<file path="src/sv/mmcp_pkg.sv">
// ----------------------------------------------------------------------------
// mmcp_pkg
// Shared types and codes for the contiguous partition search block.
// ----------------------------------------------------------------------------
package mmcp_pkg;

	localparam int unsigned WEIGHT_W = 16;
	localparam int unsigned LIMIT_W  = 26;
	localparam int unsigned PARTS_W  = 11;

	localparam logic STATUS_OK             = 1'b0;
	localparam logic STATUS_TOO_MANY_PARTS = 1'b1;

	typedef struct packed {
		logic [WEIGHT_W-1:0] item_weight;
		logic                last_item;
	} item_t;

	typedef struct packed {
		logic [LIMIT_W-1:0] best_limit;
		logic               status;
	} result_t;

	// controller to datapath
	typedef struct packed {
		logic item_accept;
		logic search_init;
		logic mid_load;
		logic pass_init;
		logic rd_en;
		logic decide;
		logic res_load;
		logic res_err;
	} cmd_t;

	// datapath to controller
	typedef struct packed {
		logic too_many_parts;
		logic search_open;
		logic rd_last;
		logic fit;
		logic mid_zero;
	} stat_t;

endpackage

</file>
<file path="src/sv/mmcp_ctrl.sv">
// ----------------------------------------------------------------------------
// mmcp_ctrl
// Controller: load, bound check, probe passes and result hand-off.
// ----------------------------------------------------------------------------
module mmcp_ctrl (
	input  logic            clk,
	input  logic            arst_n,
	input  logic            item_valid,
	input  logic            item_last,
	output logic            item_ready,
	input  logic            result_ready,
	output logic            result_valid,
	input  mmcp_pkg::stat_t stat,
	output mmcp_pkg::cmd_t  cmd
);
	import mmcp_pkg::*;

	typedef enum logic [2:0] {
		S_LOAD,
		S_CHECK,
		S_PROBE,
		S_PASS,
		S_DRAIN,
		S_DECIDE,
		S_FINISH,
		S_REJECT
	} state_t;

	state_t state_q;
	state_t state_d;
	logic   out_valid_q;
	logic   out_free;

	assign out_free     = !out_valid_q || result_ready;
	assign result_valid = out_valid_q;
	assign item_ready   = state_q == S_LOAD;

	always_comb begin
		cmd     = '0;
		state_d = state_q;
		case (state_q)
			S_LOAD: begin
				cmd.item_accept = item_valid;
				if (item_valid && item_last) begin
					state_d = S_CHECK;
				end
			end
			S_CHECK: begin
				if (stat.too_many_parts) begin
					state_d = S_REJECT;
				end else begin
					cmd.search_init = 1'b1;
					state_d         = S_PROBE;
				end
			end
			S_PROBE: begin
				if (stat.search_open) begin
					cmd.mid_load  = 1'b1;
					cmd.pass_init = 1'b1;
					state_d       = S_PASS;
				end else begin
					state_d = S_FINISH;
				end
			end
			S_PASS: begin
				cmd.rd_en = 1'b1;
				if (stat.rd_last) begin
					state_d = S_DRAIN;
				end
			end
			S_DRAIN: begin
				state_d = S_DECIDE;
			end
			S_DECIDE: begin
				cmd.decide = 1'b1;
				state_d    = (stat.fit && stat.mid_zero) ? S_FINISH : S_PROBE;
			end
			S_FINISH, S_REJECT: begin
				if (out_free) begin
					cmd.res_load = 1'b1;
					cmd.res_err  = state_q == S_REJECT;
					state_d      = S_LOAD;
				end
			end
			default: begin
				state_d = S_LOAD;
			end
		endcase
	end

	always_ff @(posedge clk or negedge arst_n) begin
		if (!arst_n) begin
			state_q     <= S_LOAD;
			out_valid_q <= 1'b0;
		end else begin
			state_q <= state_d;
			if (cmd.res_load) begin
				out_valid_q <= 1'b1;
			end else if (result_ready) begin
				out_valid_q <= 1'b0;
			end
		end
	end

`ifndef SYNTHESIS
	a_no_overwrite: assert property (@(posedge clk) disable iff (!arst_n)
		cmd.res_load |-> (!out_valid_q || result_ready))
		else $error("result overwritten before taken");
	a_load_vs_pass: assert property (@(posedge clk) disable iff (!arst_n)
		!(item_ready && cmd.rd_en))
		else $error("items taken during a probe pass");
	a_decide_after_drain: assert property (@(posedge clk) disable iff (!arst_n)
		cmd.decide |-> $past(state_q == S_DRAIN))
		else $error("decision before pass drained");
`endif

endmodule

</file>
<file path="config.mk">
export PLATFORM = sky130hd
export DESIGN_NAME = mmcp_ctrl
export DESIGN_NICKNAME = d
export VERILOG_FILES = /design/src/sv/mmcp_pkg.sv /design/src/sv/mmcp_ctrl.sv
export SDC_FILE = /design/constraint.sdc
export NUM_CORES = 1
export LEC_CHECK = 0
export ABC_CLOCK_PERIOD_IN_PS = 1000
export BUFFER_PORTS_ARGS = -buffer_cell sky130_fd_sc_hd__buf_2
export CORE_AREA = 2 2 39 41
export DETAILED_ROUTE_END_ITERATION = 6
export DIE_AREA = 0 0 41 43
export SLEW_MARGIN = 20
export SYNTH_ARGS = -nofsm -noshare
export SYNTH_HDL_FRONTEND = slang
export SYNTH_SLANG_ARGS = --single-unit
export TNS_END_PERCENT = 1
</file>
<file path="constraint.sdc">
create_clock -name clk -period 1 [get_ports clk]
set_input_delay 0.1 -clock clk [delete_from_list [all_inputs] [get_ports clk]]
set_output_delay 0.1 -clock clk [all_outputs]
set_load 0.02 [all_outputs]
</file>
---- Word level (Yosys, flattened, before mapping) ----
Cells that the tools add are included.
word-level totals
  flip-flop bits (word level) ............. 4
  bits in latches ......................... 0
  RAM bits ................................ 0
  bits in read-only memories .............. 0
  bits of input ports ..................... 10
  output and inout bits ................... 10
  word-level logic and storage cells ...... 38
  memories ................................ 0
cells by class
  $add $sub $neg .......................... 0
  multiply operators ...................... 0
  divide/modulo/power cells ............... 0
  order comparisons ....................... 0
  equality and inequality tests ........... 10
  shift operators ......................... 0
  muxes and demuxes ....................... 18
  bitwise gates (word level) .............. 0
  reductions and logical operators ........ 8
operators by type and width
  kind                                                                      count
  3-bit case mux with 7 select lines                                        1
  3-bit 2-to-1 mux                                                          6
  3-bit == test (second input constant)                                     4
  2-bit 2-to-1 mux                                                          4
  1-bit 2-to-1 mux                                                          7
  3-bit by 2-bit == test with 1-bit output (second input constant)          2
  2-bit inequality test (second input constant)                             2
  3-bit by 1-bit == test with 1-bit output (second input constant)          1
  3-bit logical NOT                                                         1
  3-bit AND reduction                                                       1
  1-bit logical AND                                                         2
  2-bit by 1-bit inequality test with 1-bit output (second input constant)  1
  2-bit nonzero test                                                        1
  2-bit OR reduction                                                        1
  1-bit logical NOT                                                         1
  1-bit logical OR                                                          1

---- Depth between registers and ports, before layout ----
  depth after elaboration ................. 5
  mapped depth ............................ 4
  mapped depth without buffers ............ 3

---- Least setup slack after synthesis ----
OpenSTA, ideal clock, no wires.
  kind .................................... reg2out
  start point ............................. register state_q[1]
  end point ............................... output port cmd[7] (netlist bit)
  arrival time ............................ 1.439 ns
  data required time ...................... 0.900 ns
  setup slack ............................. -0.539 ns
  stages on the path, launching flop included .. 4
  buffers on the path ..................... 1
  path through ............................ dfrtp_1 -> buf_4 -> nor3_1 -> and2_1
RTL lines
  element                 line             source
  from (decl)             mmcp_ctrl.sv:29  state_t state_q;
  from (signal assigned)  mmcp_ctrl.sv:96  state_q <= state_d;
  to (decl)               mmcp_ctrl.sv:14  output mmcp_pkg::cmd_t cmd

==> metrics.md <==
| Metric | Value |
|---|---|
| Clock tree sinks | 4 |
| H-tree depth | 1 |
| Post-Syn Area | 333 µm² |
| Fin util | 0.420 |
| Initial cell density of the core | 0.241 |
| Leakage dissipation | 0.302 nW |
| Yosys cell types | 21 |
| Drt pass-1 iters | 3 |
| First-pass GRT wire length | 1360 µm |
| Fin crit share | 1.34 |
| Pin count of the biggest net entering global routing | 11 |
| Vias in the first global route | 327 |
| Syn Nets | 49 |
| Die H | 43 µm |
| Peak Freq | 747 MHz |
| CP Capture Type | primary output |
| Initial antenna violation count | 0 |
| CP Class | flop to primary output |
| Final Hold Viols | 0 |
| Overall Power | 0.00193 W |
| Mean Syn Cell Area | 8.53 µm² |
| Site Rows | 14 |
| Violated checks | negative setup slack |
| Total Nets Final | 77 |
| Number of DRC markers in iteration 0 | 5 |
| CP required | 900 ps |
| Worst-Skew Late Latency | 240 ps |
| Setup TNS | -2750 ps |
| Highest metal used | met3 |
| CP max FO | 6 |
| Core area | 1380 µm² |
| Routed wl met3 | 42 µm |
| Final ANT Viol Nets | 0 |
| CTS buffer count | 3 |
| Hold Crit Class | primary input to flop |
| R2R setup slack | -190 ps |
| Worst slew margin | 0.860 |
| # DRC | 0 |
| CP Launch Type | flop |
| Worst Path Arrival | 1240 ps |
| Ranking of synthesized cells by area | dfrtp_1 30%, and2_1 7.5%, buf_6 6.8%, nand2_1 5.6%, a21oi_1 4.5% |
| CTS tree | built |
| Run status | finished, violations left |
| Unrepaired setup endpoints after global routing | yes |
| Die Footprint | 1760 µm² |
| Port Buffer Count | 19 |
| Area Growth Syn to Fin | 74.4% |
| M1 WL | 360 µm |
| Antenna cell count | 0 |
| Vias | 373 |
| Final setup vio count | 12 |
| WL met2 | 453 µm |
| Inst Count DP | 76 |
| Fin worst setup slack | -338 ps |
| Sequential area share after synthesis | 0.301 |
| Clock skew | 7.15 ps |
| IO Pins | 20 |
| Post-synthesis register bit count | 4 |
| Clock Pin Slew Worst Setup and Hold Paths | 40 ps |
| Non-Filler Instances | 82 |
| Routed vias/inst | 4.55 |
| Slew Limit Fails | 0 |
| Post-Synthesis Cells | 39 |
| Max Cap Violations | 0 |
| Grt total ovfl | 0 |
| Post-Route WL | 856 µm |
| Final Critical Period | 1340 ps |
| Synth Warn # | 0 |
| Worst Tran Pin Value | 208 ps |
| Clk root buf | clkbuf_4 |
| Synth area leader | dfrtp_1 |
| Post-synth top area share | 0.301 |
| Share of cells above drive strength 1 | 0.667 |
| Pwr Density | 3320 nW/µm² |
| Wire length per cell | 10.4 µm |
| Die Wd | 41 µm |
| Final RePlAce weighted congestion | 0.708 |
| Total GRT Usage | 0.116 |
| Worst vdd rail ir drop | 0.837 mV |
| DP Wirelength | 690 µm |
| Clock Path Buffers | 2 |
## cells by family after synthesis
group / synth area share
simple gates: 0.380
compound gates: 0.207
flops: 0.301
buf+inv: 0.113
## power by group
part	leakage, nW	switching (W)	internal, W	total [W]
clock network	0.0150	0.0000758	0.000150	0.000226
registers	0.0448	0.000167	0.000260	0.000427
logic	0.243	0.000580	0.000693	0.00127
total	0.302	0.000822	0.00110	0.00193
## synthesized netlist by cell type, drive strengths merged
cell type / n
nand2: 5
and2: 4
buf: 4
dfrtp: 4
a21oi: 3
nor2: 3
nor2b: 3
a22oi: 2
nand2b: 2
nor3: 2
a21o: 1
a22o: 1
a32oi: 1
and3: 1
o21ai: 1
o22a: 1
or2: 1
## final timing paths
check,startpoint,endpoint,depth (start not counted)
min reg2reg,state_q[1]$_DFFE_PN0P_,result_valid$_DFFE_PN0P_,2
min in group asynchronous,arst_n,result_valid$_DFFE_PN0P_,2
max,state_q[2]$_DFFE_PN0P_,cmd[6],4
min,stat[3],state_q[0]$_DFFE_PN0P_,3
max reg2reg,state_q[2]$_DFFE_PN0P_,state_q[0]$_DFFE_PN0P_,4
max in group asynchronous,arst_n,state_q[0]$_DFFE_PN0P_,2
## worst max-delay path, cell delays in order (launching register included)
cell and delay [ps]:
dfrtp_2 460, buf_6 140, nand2b_4 130, nor3_2 100
buf_4 160
## sequential cells by signal, indices dropped and copies added, names as in the netlist
register	cells
state_q	3
result_valid	1
## layer usage
layer  track usage  vias to the layer above
met2         0.169                        8
met5             0                        -
li1              -                      188
met4        0.0800                        0
met1         0.139                      177
met3        0.0314                        0
## cell type report
| class | count | area [µm²] |
|---|---|---|
| timing repair buffer | 27 | 190 |
| fill | 147 | 803 |
| tap | 16 | 20.0 |
| multi-input combinational | 31 | 240 |
| sequential | 4 | 104 |
| clock buffer | 4 | 26.3 |
## layout by cell type (no fill, tap or decap), types with 2 or more instances in the layout
cell type	netlist	routed
and2_4	0	2
a22oi_1	2	2
and2_1	4	2
nor2b_4	1	3
buf_6	2	4
nand2b_4	1	2
buf_4	2	10
a21oi_1	3	3
nand2_1	5	4
buf_2	0	12
dfrtp_2	0	3
clkbuf_4	0	3
nor2_1	3	3
## through the flow
step	worst slack (ps)	hold WS (ps)	cell area [µm²]
6_report	-338	159	581
5_1_grt	-378	164	581
4_1_cts	-354	159	569
3_5_place_dp	-202	-85.6	487
3_3_place_gp	-166	-86.6	487
2_1_floorplan	-116	-196	368
## repair_timing
action	in CTS	in global routing
endpoints found under the hold margin	4	0
gates resized for setup	14	2
cloned	0	0
pin swaps	3	3
endpoints found under the setup margin	12	12
hold buffers	1	0
buffers inserted	1	0
No activity file was read; power rests on OpenSTA's default activity.
